===== config.mk =====
export PLATFORM = sky130hd
export DESIGN_NAME = brace_record_length_scanner_top
export DESIGN_NICKNAME = d
export VERILOG_FILES = /design/src/sv/brs_pkg.sv /design/src/sv/brace_record_length_scanner_top.sv /design/src/sv/brs_scan.sv /design/src/sv/brs_out_buf.sv
export SDC_FILE = /design/constraint.sdc
export NUM_CORES = 1
export LEC_CHECK = 0
export ABC_AREA = 1
export BUFFER_PORTS_ARGS = -buffer_cell sky130_fd_sc_hd__buf_2
export CORE_UTILIZATION = 44
export DETAILED_ROUTE_END_ITERATION = 10
export GPL_TIMING_DRIVEN = 1
export PLACE_DENSITY = 0.6
export SETUP_SLACK_MARGIN = 0.2
export SLEW_MARGIN = 10
export SYNTH_ARGS = -nofsm -noshare
export SYNTH_HDL_FRONTEND = slang
export SYNTH_SLANG_ARGS = --single-unit

===== constraint.sdc =====
create_clock -name clk -period 5.6 [get_ports clk]
set_input_delay 1.12 -clock clk [delete_from_list [all_inputs] [get_ports clk]]
set_output_delay 1.12 -clock clk [all_outputs]
set_load 0.02 [all_outputs]

===== src/sv/brs_pkg.sv =====
// ----------------------------------------------------------------------------
// brs_pkg
// Shared constants and types of the brace record length scanner.
// ----------------------------------------------------------------------------
package brs_pkg;

  localparam int unsigned BYTE_W   = 8;
  localparam int unsigned MAXLEN_W = 16;
  localparam int unsigned LEN_W    = 17;
  localparam int unsigned TOTAL_W  = 25;
  localparam int unsigned COUNT_W  = 23;
  localparam int unsigned ADD_W    = LEN_W + 1;
  localparam int unsigned RESULT_W = TOTAL_W + COUNT_W;

  localparam logic [BYTE_W-1:0]   OPEN_BRACE    = 8'h7B;
  localparam logic [BYTE_W-1:0]   CLOSE_BRACE   = 8'h7D;
  localparam logic [MAXLEN_W-1:0] MAX_LEN_RESET = 16'd512;
  localparam logic [TOTAL_W-1:0]  TOTAL_MAX     = {TOTAL_W{1'b1}};
  localparam logic [COUNT_W-1:0]  COUNT_MAX     = {COUNT_W{1'b1}};

  typedef struct packed {
    logic [COUNT_W-1:0] record_count;
    logic [TOTAL_W-1:0] joined_length;
  } result_t;

  typedef struct packed {
    logic    valid;
    result_t data;
  } result_push_t;

endpackage


===== src/sv/brace_record_length_scanner_top.sv =====
// ----------------------------------------------------------------------------
// brace_record_length_scanner_top
// Finds brace-framed records in a byte stream and reports their joined
// length and count at the end of each range.
// ----------------------------------------------------------------------------
// One byte is taken in every cycle while s_tready is high; the framing state,
// record length, total and count are updated in the same cycle by a compare
// and short adds. The result of a byte marked last appears on the master side
// in the cycle after its transfer when the result register is free, otherwise
// once the result ahead of it has been taken. Results wait in a two-entry buffer
// (result register and skid entry); s_tready drops only while both entries are full.
module brace_record_length_scanner_top
  import brs_pkg::*;
(
  input  logic                clk,
  input  logic                rst,
  input  logic                cfg_wr_en,
  input  logic [MAXLEN_W-1:0] cfg_wr_data,   // max_record_len
  input  logic                s_tvalid,
  output logic                s_tready,
  input  logic [BYTE_W-1:0]   s_tdata,       // [7:0] data_byte
  input  logic                s_tlast,       // last_byte
  output logic                m_tvalid,
  input  logic                m_tready,
  output logic [RESULT_W-1:0] m_tdata        // [24:0] joined_length, [47:25] record_count
);

  result_push_t push;
  result_t      out_data;
  logic         in_fire;

  assign in_fire = s_tvalid && s_tready;
  assign m_tdata = out_data;

  brs_scan u_scan (
    .clk         (clk),
    .rst         (rst),
    .cfg_wr_en   (cfg_wr_en),
    .cfg_wr_data (cfg_wr_data),
    .in_fire     (in_fire),
    .in_byte     (s_tdata),
    .in_last     (s_tlast),
    .push        (push)
  );

  brs_out_buf u_out_buf (
    .clk        (clk),
    .rst        (rst),
    .push       (push),
    .push_ready (s_tready),
    .out_valid  (m_tvalid),
    .out_ready  (m_tready),
    .out_data   (out_data)
  );

endmodule


===== src/sv/brs_scan.sv =====
// ----------------------------------------------------------------------------
// brs_scan
// Record framing state and per-byte update of length, total and count.
// ----------------------------------------------------------------------------
module brs_scan
  import brs_pkg::*;
(
  input  logic                clk,
  input  logic                rst,
  input  logic                cfg_wr_en,
  input  logic [MAXLEN_W-1:0] cfg_wr_data,
  input  logic                in_fire,
  input  logic [BYTE_W-1:0]   in_byte,
  input  logic                in_last,
  output result_push_t        push
);

  logic [MAXLEN_W-1:0] max_record_len;
  logic                in_record;
  logic [LEN_W-1:0]    current_length;
  logic [TOTAL_W-1:0]  running_total;
  logic [COUNT_W-1:0]  records_seen;

  logic                in_record_next;
  logic [LEN_W-1:0]    current_length_next;
  logic [TOTAL_W-1:0]  running_total_next;
  logic [COUNT_W-1:0]  records_seen_next;

  logic [LEN_W-1:0]    len_inc;
  logic [ADD_W-1:0]    add;
  logic [TOTAL_W:0]    sum;
  logic [TOTAL_W-1:0]  joined;

  always_comb begin
    len_inc             = current_length + LEN_W'(1);
    add                 = {1'b0, len_inc} + ADD_W'(1);
    sum                 = {1'b0, running_total} + (TOTAL_W+1)'(add);
    in_record_next      = in_record;
    current_length_next = current_length;
    running_total_next  = running_total;
    records_seen_next   = records_seen;
    if (!in_record) begin
      if (in_byte == OPEN_BRACE) begin
        in_record_next      = 1'b1;
        current_length_next = LEN_W'(1);
      end
    end else if (in_byte == CLOSE_BRACE) begin
      running_total_next  = (sum > {1'b0, TOTAL_MAX}) ? TOTAL_MAX : sum[TOTAL_W-1:0];
      records_seen_next   = (records_seen == COUNT_MAX) ? COUNT_MAX
                                                        : records_seen + COUNT_W'(1);
      in_record_next      = 1'b0;
      current_length_next = '0;
    end else if (in_byte == OPEN_BRACE) begin
      in_record_next      = 1'b0;
      current_length_next = '0;
    end else begin
      current_length_next = len_inc;
      if (len_inc > {1'b0, max_record_len}) begin
        in_record_next      = 1'b0;
        current_length_next = '0;
      end
    end
  end

  always_comb begin
    if (running_total_next == '0) begin
      joined = '0;
    end else if (running_total_next == TOTAL_MAX) begin
      joined = TOTAL_MAX;
    end else begin
      joined = running_total_next - TOTAL_W'(1);
    end
    push.valid              = in_fire && in_last;
    push.data.joined_length = joined;
    push.data.record_count  = records_seen_next;
  end

  always_ff @(posedge clk) begin
    if (rst) begin
      max_record_len <= MAX_LEN_RESET;
    end else if (cfg_wr_en) begin
      max_record_len <= cfg_wr_data;
    end
  end

  always_ff @(posedge clk) begin
    if (rst) begin
      in_record      <= 1'b0;
      current_length <= '0;
      running_total  <= '0;
      records_seen   <= '0;
    end else if (in_fire) begin
      if (in_last) begin
        in_record      <= 1'b0;
        current_length <= '0;
        running_total  <= '0;
        records_seen   <= '0;
      end else begin
        in_record      <= in_record_next;
        current_length <= current_length_next;
        running_total  <= running_total_next;
        records_seen   <= records_seen_next;
      end
    end
  end

endmodule


===== src/sv/brs_out_buf.sv =====
// ----------------------------------------------------------------------------
// brs_out_buf
// Result register with a skid entry behind it, so that the scanner keeps
// taking bytes while a result waits for the downstream side.
// ----------------------------------------------------------------------------
module brs_out_buf
  import brs_pkg::*;
(
  input  logic         clk,
  input  logic         rst,
  input  result_push_t push,
  output logic         push_ready,
  output logic         out_valid,
  input  logic         out_ready,
  output result_t      out_data
);

  logic    skid_valid;
  result_t skid_data;
  logic    pop;

  assign push_ready = !skid_valid;
  assign pop        = out_valid && out_ready;

  always_ff @(posedge clk) begin
    if (rst) begin
      out_valid  <= 1'b0;
      skid_valid <= 1'b0;
    end else begin
      if (pop) begin
        if (skid_valid) begin
          out_data   <= skid_data;
          skid_valid <= 1'b0;
        end else if (push.valid) begin
          out_data <= push.data;
        end else begin
          out_valid <= 1'b0;
        end
      end else if (push.valid) begin
        if (!out_valid) begin
          out_valid <= 1'b1;
          out_data  <= push.data;
        end else begin
          skid_valid <= 1'b1;
          skid_data  <= push.data;
        end
      end
    end
  end

endmodule


==> summary.txt, run 1 <==
GP Congestion = 0.868
Delay of the slowest critical-path stage = 0.45 ns
Hold crit path type = flip-flop to flip-flop
Post-synth top flop = edfxtp_1
1st-iter DRT viols = 600
First-pass GRT wire length = 43900 um
Leak Pwr = 0.00573 uW
Mapped Area = 0.0112 mm2
Crit. End Element = flip-flop
CTS tree = yes
Vias per std cell = 4.90
Total CTS buffers = 17
Die ar. = 0.0261 mm2
Clk buf depth = 2
Relative slew margins = 24.5%
IO Count = 80
Critical path's most frequent cell = nand3_1
Total GRT Usage = 20.9%
Final Max Tran Viols = 0
Rows = 58
Reg2Reg Depth = 27
Final min period = 4.85 ns
Setup WS pre-CTS = 0.575 ns
Max frequency = 206 MHz
R2R setup slack = 0.75 ns
Slowest CP cell = dfxtp_1
Final period util = 86.6%
Crit path launch = u_scan.current_length[0]
Vias in the first global route = 8659
Final instance area = 0.0125 mm2
WP data required = 5.76 ns
Seq/Total Area, Yosys = 40.7%
Fraction of registers with async set/reset = 0%
Number of synthesized flops with an enable pin = 96
First-pass DRT Iterations = 5
Final setup violation count = 0
Critical setup path kind = flip-flop to flip-flop
Synth Net Count = 1554
Start of the worst register-to-register path = u_scan.current_length[0]
Fin util = 49.8%
Worst path arrival time = 5.01 ns
Placed Area = 0.0119 mm2
Final wirelength = 26100 um
Max Cap Violations = 0
Synth cell types = 49
Initial antenna violation count = 0
Drt drc = 0
DP HPWL = 19400 um
Worst Max-Slew Pin Slew = 1.13 ns
Antenna cell count = 0
Outcome = finished clean
Clock Latency Late Sink = 0.44 ns
Hold Violations, Final = 0
Core Region = 0.0251 mm2
Worst-path fanout max = 17
Initial Util = 44.6%
Share of cells above drive strength 1 = 16.9%
Area grow syn2layout = 11.6%
Average wire per standard cell = 13.8 um
Nets = 1620
Post-route ant nets = 0
Setup tns final = 0 ns
Critical Path Source Type = flip-flop
Syn_area_per_cell = 7.55 um2
Largest net degree at the start of global routing = 69
CTS sink count = 180
Slack of the critical path = 0.749 ns
RSZ-0062 raised after global routing = false
Vias = 9285
H-tree depth = 4
R2R Path End = u_out_buf.out_data[23]
Port Buffers = 79
Yosys Warn Count = 0
Clock Skews = 0.0147 ns
VDD IR max = 0.173 mV
Flops & latches, synth = 180
Die width = 162 um
Pwr Density = 219 mW/mm2
Cells after synthesis = 1485
Die Y = 162 um
Clock-pin slew on the worst setup and hold paths = 0.07 ns
Gr ovfl total = 0
Root Driver = clkbuf_16
Crit path to = u_out_buf.out_data[23]
## per-stage QoR
step	total power (uW)	hold WS, ns	cells
6_report	2740	0.465	1894
5_1_grt	2840	0.492	1894
4_1_cts	2770	0.470	1893
3_5_place_dp	1570	0.459	1861
3_3_place_gp	1570	0.454	1861
2_1_floorplan	1520	0.431	1485
## registers in the layout, indices dropped and copies added (netlist names)
name                   cells
u_out_buf.out_valid        1
u_out_buf.skid_valid       1
u_scan.current_length     17
u_scan.running_total      25
u_scan.in_record           1
u_out_buf.out_data        48
u_out_buf.skid_data       48
u_scan.max_record_len     16
u_scan.records_seen       23
## where the power goes
group,switching [uW],internal (uW)
logic,92.0,36.3
clock network,598,604
registers,7.20,1400
## timing repair
action,CTS,global route
hold buffers,0,0
setup endpoints to repair,0,33
resized for setup,0,0
setup buffers,0,1
## synthesized netlist by cell type (3+ instances only)
master    instances  share of area (%)
buf_1             6               0.20
dfxtp_1          84                 15
nor2_4            9               0.90
buf_2             3               0.13
clkbuf_1         28               0.94
and2_1            3               0.17
nand2_2          20                1.1
o21ai_0          31                1.4
nor3_2            4               0.36
nor2_1          115                3.9
nand3_2          14                1.2
a21oi_2          11               0.86
edfxtp_1         96                 26
nand4_1          17               0.95
nand3b_1          6               0.40
nand3_4           6               0.94
or2_2            20                1.1
nand2_1         464                 16
o21ai_1           5               0.22
inv_1           180                6.0
nand2_4          24                2.4
ha_1             38                4.2
clkinv_1          3               0.10
nand3_1          78                3.5
nor2_2           12               0.67
inv_2            13               0.44
a21oi_1         112                5.0
nor3_1           15               0.67
xor2_1           27                2.1
a21o_1            4               0.27
xnor2_1          11               0.86
## placed cells by master, fill, tap and decap left out, drive strengths merged
cell,instances
edfxtp,96
clkbuf,18
xor2,27
nand3b,6
o211ai,1
a21boi,2
fa,1
or2,20
nor3,19
nand3,98
o21bai,2
and3,1
clkinv,9
o21ai,36
nor2,136
a21o,4
nand2,510
bufinv,1
nand4,19
xnor2,11
a21oi,123
o22ai,1
dfxtp,84
and2,3
buf,89
inv,203
ha,38
o21a,1
a2111oi,1
nor4,3
a211oi,1
## cells by family after synthesis
family	synth area share (%)
DFF	40.7
adders and majority gates	4.42
xor gates and xnor gates	2.97
AOI/OAI and AO/OA	8.34
buffers and inverters	8.73
and+or+nand+nor	34.8
## worst max-delay path, delay by kind of cell (launching register included)
kind	cells	cell delay, ns
xor+xnor	1	0.35
compound gates	3	0.44
simple gates	18	2.34
fa+ha+maj	3	0.83
flops	1	0.45
buf+inv	2	0.15
## per-layer routing
metal  track usage (%)  routed length (um)
met1              30.0               13200
met2              33.7               11800
met3              2.65                 887
met4              4.42                 217
met5                 0                   0
## area by class of cell
type	instances	area [um2]
inverters	199	766
multi-input cells	1064	5690
repair buffers	89	483
clock buffers	18	429
clock inverters	14	163
well taps	330	413
flip-flops and latches	180	4560
fillers	2525	12600
## worst min path at each step
stage / from / endpoint / slack (ns) / cells past startpoint
after floorplan: u_scan.current_length[16] / u_scan.current_length[16] / 0.43 / 2
after global placement: u_scan.running_total[0] / u_scan.running_total[0] / 0.45 / 2
after detailed placement: u_scan.max_record_len[10] / u_scan.max_record_len[10] / 0.46 / 2
after CTS: u_scan.running_total[0] / u_scan.running_total[0] / 0.47 / 2
after global routing: u_scan.running_total[0] / u_scan.running_total[0] / 0.49 / 2
final: u_scan.max_record_len[10] / u_scan.max_record_len[10] / 0.47 / 2
Power figures use the tool's default switching activity.
==> inputs of run 2 (changes only) <==
--- a/config.mk
+++ b/config.mk
@@ -7,6 +7,7 @@
 export LEC_CHECK = 0
 export ABC_AREA = 1
 export BUFFER_PORTS_ARGS = -buffer_cell sky130_fd_sc_hd__buf_2
+export CORE_MARGIN = 2
 export CORE_UTILIZATION = 44
 export DETAILED_ROUTE_END_ITERATION = 10
 export GPL_TIMING_DRIVEN = 1
@@ -16,3 +17,4 @@
 export SYNTH_ARGS = -nofsm -noshare
 export SYNTH_HDL_FRONTEND = slang
 export SYNTH_SLANG_ARGS = --single-unit
+export TNS_END_PERCENT = 20
==> summary.txt, run 2 (synthesis results as in run 1) <==
Share of cells above drive strength 1 = 16.9% (unchanged)
IO Count = 80 (unchanged)
Post-route ant nets = 0 (unchanged)
Max Cap Violations = 0 (unchanged)
Start of the worst register-to-register path = u_scan.current_length[0]
Max frequency = 210 MHz (+1.7%)
Nets = 1620 (unchanged)
Root Driver = clkbuf_16
First-pass GRT wire length = 43600 um (-0.75%)
Non-filler cells, final = 1894 (unchanged)
Grt met3 use = 3.05% (+0.40 points)
Die ar. = 0.0268 mm2 (+2.5%)
Gr ovfl total = 0 (unchanged)
CTS sink count = 180 (unchanged)
Initial Util = 44.6% (unchanged)
Worst Max-Slew Pin Slew = 0.997 ns (-0.134 ns)
Crit path launch = u_scan.current_length[0]
Setup tns final = 0 ns (unchanged)
H-tree depth = 4 (unchanged)
Average wire per standard cell = 13.7 um (-0.41%)
Top flop regs = u_out_buf.out_data (48), u_out_buf.skid_data (48), u_scan.running_total (25)
CTS tree = yes
Relative slew margins = 33.3% (+8.8 points)
First-pass DRT Iterations = 5 (unchanged)
Slowest CP cell = dfxtp_1
VDD IR max = 0.155 mV (-11%)
Drt drc = 0 (unchanged)
Critical Path Source Type = flip-flop
Critical path's most frequent cell = nand3_1
Initial antenna violation count = 0 (unchanged)
Hold Violations, Final = 0 (unchanged)
Total CTS buffers = 17 (unchanged)
Clock-pin slew on the worst setup and hold paths = 0.07 ns (about the same)
Commonest non-fill, non-tap cell in the layout = nand2_1
Largest net degree at the start of global routing = 69 (unchanged)
Delay of the slowest critical-path stage = 0.44 ns (about the same)
Core Region = 0.0251 mm2 (unchanged)
Final period util = 85.1% (-1.5 points)
Crit. End Element = flip-flop
GP Congestion = 0.881 (+1.5%)
Clock Latency Late Sink = 0.44 ns (about the same)
Global routing met2 resource utilization = 32.4% (-1.3 points)
Final setup violation count = 0 (unchanged)
RSZ-0062 raised after global routing = false
Leak Pwr = 0.00571 uW (-0.42%)
Worst Hold Launch = u_scan.max_record_len[2]
Die width = 164 um (+1.2%)
WP data required = 5.76 ns (about the same)
Most frequent cells in the layout = nand2_1 (464), inv_1 (180), nor2_1 (112), a21oi_1 (112), edfxtp_1 (96)
Vias = 9258 (-0.29%)
Final Hold Slack = 0.467 ns (+0.00194 ns)
Met1 usage in global routing = 28.7% (-1.3 points)
Hold crit path type = flip-flop to flip-flop
Clk buf depth = 2 (unchanged)
Most crowded layer after global routing = met2
Final Max Tran Viols = 0 (unchanged)
Critical setup path kind = flip-flop to flip-flop
Die Y = 164 um (+1.2%)
Final wirelength = 26000 um (-0.41%)
1st-iter DRT viols = 504 (-16%)
Port Buffers = 79 (unchanged)
Vias in the first global route = 8659 (unchanged)
Area grow syn2layout = 11.3%
DP HPWL = 19500 um (+0.59%)
Placed Area = 0.0119 mm2 (unchanged)
Pwr Total = 2700 uW (-1.4%)
Worst-path fanout max = 17 (unchanged)
Final min period = 4.77 ns (-0.0830 ns)
Filler cells = 2578 (+2.1%)
Pwr Density = 216 mW/mm2 (-1.2%)
R2R setup slack = 0.83 ns (+0.08 ns)
Rows = 58 (unchanged)
Vias per std cell = 4.89 (-0.29%)
Outcome = finished clean
PostCTS Resize Cnt = 0 (unchanged)
Antenna cell count = 0 (unchanged)
Final instance area = 0.0125 mm2 (-0.22%)
Post-Place Cells = 1861 (unchanged)
Clock Skews = 0.0150 ns (+0.000291 ns)
Worst path arrival time = 4.93 ns (-0.08 ns)
Total GRT Usage = 20.3% (-0.57 points)
run 2: changes by cell type in the layout (fill, tap and decap cells not counted):
cell        before  now
clkinvlp_4       0    4
clkinv_8         3    1
clkbuf_1         1    0
clkinv_1         3    4
clkinv_4         3    2
inv_12           1    0
run 2: area by class of cell:
class                      instances  area (um2)  share of cell area [%]
sequential                       180        4560                    36.6
inverter                         199         766                    6.14
tap                              330         413                    3.31
multi-input combinational       1064        5690                    45.6
timing repair buffer              89         483                    3.87
clock buffer                      17         425                    3.41
clock inverter                    15         139                    1.11
run 2: what timing repair did:
| action | 4_1_cts | 5_1_grt |
|---|---|---|
| hold buffers | 0 | 0 |
| setup endpoints to repair | 0 | 25 |
| buffers inserted | 0 | 1 |
run 2: worst paths after layout:
path              cells after the start                        to
setup / recovery                     27    u_out_buf.out_data[20]
setup reg to reg                     27    u_out_buf.out_data[20]
hold / removal                        2  u_scan.max_record_len[2]
hold reg to reg                       2  u_scan.max_record_len[2]
run 2: per-layer routing:
layer / part of all wire (%) / up-vias / wire length [um]
met2: 45 / 161 / 11600
met1: 50 / 4170 / 12900
met3: 3.8 / 38 / 993
met5: 0 / - / 0
li1: - / 4889 / -
met4: 1.9 / 0 / 491
run 2: where the power goes:
part	internal [uW]	switching [uW]	leakage, uW
registers	1400	7.05	0.00153
clock network	587	576	0.000265
logic	36.3	91.7	0.00391
run 2: critical path: cells and delay by family, from the launching register on:
family	cells	cell delay [ns]
fa+ha+maj	3	0.82
flops	1	0.44
buf+inv	2	0.16
xor+xnor	1	0.31
compound gates	3	0.42
simple gates	18	2.33
run 2: metrics by stage:
step | setup slack [ns] | utilization [%]
CTS | 0.574 | 49.6
global placement | 0.757 | 47.4
floorplan | 1.41 | -
global route | 0.300 | 49.7
detailed placement | 0.586 | 47.4
finish | 0.832 | 49.7
==> inputs of run 3 (changes only) <==
==> constraint.sdc (replaced) <==
create_clock -name clk -period 5.6 [get_ports clk]
set_input_delay 0.56 -clock clk [delete_from_list [all_inputs] [get_ports clk]]
set_output_delay 0.56 -clock clk [all_outputs]
set_load 0.02 [all_outputs]
==> summary.txt, run 3 (synthesis results as in run 1) <==
Sequential cell area = 0.00456 mm2 (unchanged)
First-pass DRT Iterations = 5 (unchanged)
Final setup violation count = 0 (unchanged)
Initial antenna violation count = 0 (unchanged)
Average wire per standard cell = 13.7 um (about the same)
Vias per std cell = 4.87 (-0.46%)
Die Y = 164 um (unchanged)
IO Count = 80 (unchanged)
Initial Util = 44.6% (unchanged)
CP top delay family = simple AND/OR/NAND/NOR gates
Share of cells above drive strength 1 = 17.2% (+0.28 points)
Relative slew margins = 29.2% (-4.1 points)
Reg2Reg Depth = 27 (unchanged)
Hold_buf cts = 0 (unchanged)
Rows = 58 (unchanged)
Post-route ant nets = 0 (unchanged)
DP HPWL = 19500 um (about the same)
Final Hold Slack = 0.331 ns (-0.136 ns)
Die ar. = 0.0268 mm2 (unchanged)
Most frequent cells in the layout = nand2_1 (464), inv_1 (180), nor2_1 (112), a21oi_1 (112), edfxtp_1 (96)
Nets = 1624 (+0.25%)
Largest net degree at the start of global routing = 70 (+1.4%)
Final period util = 85.8% (+0.69 points)
Clk buf depth = 2 (unchanged)
CTS sink count = 180 (unchanged)
Multi-input gate area = 0.00569 mm2 (unchanged)
Worst path arrival time = 4.99 ns (+0.06 ns)
Worst hold stages = 3 (+1)
Total GRT Usage = 20.4% (+0.046 points)
WP data required = 5.78 ns (+0.02 ns)
Worst Max-Slew Pin Slew = 1.06 ns (+0.0614 ns)
Setup tns final = 0 ns (unchanged)
WP depth = 27 (unchanged)
H-tree depth = 4 (unchanged)
Filler cells = 2513 (-2.5%)
Delay of the slowest critical-path stage = 0.44 ns (about the same)
Root Driver = clkbuf_16
Leak Pwr = 0.00577 uW (+1.1%)
Commonest non-fill, non-tap cell in the layout = nand2_1
Vias = 9235 (-0.25%)
Vias in the first global route = 8854 (+2.3%)
Critical setup path kind = flip-flop to flip-flop
Port Buffers = 79 (unchanged)
RSZ-0062 raised after global routing = false
Critical path buffers and inverters = 2 (unchanged)
Hold crit path type = primary input to flip-flop
Max frequency = 208 MHz (-0.80%)
Die width = 164 um (unchanged)
Total CTS buffers = 17 (unchanged)
Pwr Density = 221 mW/mm2 (+1.9%)
Drt drc = 0 (unchanged)
Final Max Tran Viols = 0 (unchanged)
VDD IR max = 0.152 mV (-2.0%)
Critical path's most frequent cell = nand3_1
Outcome = finished clean
GP Congestion = 0.877 (-0.43%)
Core Region = 0.0251 mm2 (unchanged)
Slowest CP cell = dfxtp_1
Clock Skews = 0.0141 ns (-0.000919 ns)
1st-iter DRT viols = 656 (+30%)
Clock-pin slew on the worst setup and hold paths = 0.08 ns (about the same)
Worst-path fanout max = 17 (unchanged)
Clock Latency Late Sink = 0.44 ns (about the same)
Area grow syn2layout = 12.2%
Top flop regs = u_out_buf.out_data (48), u_out_buf.skid_data (48), u_scan.running_total (25)
Final wirelength = 26100 um (+0.24%)
Crit. End Element = flip-flop
Hold Violations, Final = 0 (unchanged)
Gr ovfl total = 0 (unchanged)
Antenna cell count = 0 (unchanged)
Max Cap Violations = 0 (unchanged)
Final min period = 4.81 ns (+0.0386 ns)
CTS tree = yes
First-pass GRT wire length = 43700 um (+0.19%)
Critical Path Source Type = flip-flop
## run 3: where the power goes
group          switching, uW  total, uW  internal, uW
combinational           92.4        129          36.8
clock                    593       1230           642
sequential              7.04       1410          1400
total                    692       2770          2080
## run 3: cell type report
| cell class | instances | share of cell area (%) |
|---|---|---|
| Inverter | 199 | 6.09 |
| Sequential cell | 180 | 36.3 |
| Tap cell | 330 | 3.28 |
| Clock inverter | 13 | 1.22 |
| Multi-Input combinational cell | 1064 | 45.2 |
| Clock buffer | 19 | 3.69 |
| Timing Repair Buffer | 93 | 4.18 |
## run 3: worst paths after layout
check | slack, ns | end | from
setup reg to reg | 0.79 | u_out_buf.out_data[21] | u_scan.current_length[0]
hold / removal | 0.33 | u_scan.max_record_len[9] | cfg_wr_data[9]
setup / recovery | 0.79 | u_out_buf.out_data[21] | u_scan.current_length[0]
hold reg to reg | 0.47 | u_scan.running_total[0] | u_scan.running_total[0]
## run 3: worst min-delay path: cells and delay by family
family          cells  cell delay [ns]
compound gates      2             0.11
buf+inv             1             0.08
## run 3: stage by stage
step / cells / total power, uW / area, um2 / util [%] / setup slack [ns]
after floorplan: 1485 / 1520 / 11200 / - / 1.44
after CTS: 1893 / 2800 / 12500 / 49.8 / 0.499
after global placement: 1861 / 1570 / 11900 / 47.4 / 0.752
after detailed placement: 1861 / 1570 / 11900 / 47.4 / 0.507
final: 1898 / 2770 / 12600 / 50.1 / 0.793
after global routing: 1898 / 2880 / 12600 / 50.1 / 0.279
## run 3: metal layers
metal | GRT usage [%] | share of wire (%) | up-vias
li1 | - | - | 4883
met3 | 2.87 | 3.5 | 27
met1 | 28.7 | 50 | 4177
met4 | 5.46 | 1.5 | 0
met2 | 32.9 | 45 | 148
met5 | 0 | 0 | -
## run 3: what timing repair did
action | CTS | global route
setup buffers | 0 | 5
setup endpoints to repair | 0 | 37
resized for setup | 0 | 0
endpoints found under the hold margin | 0 | 0
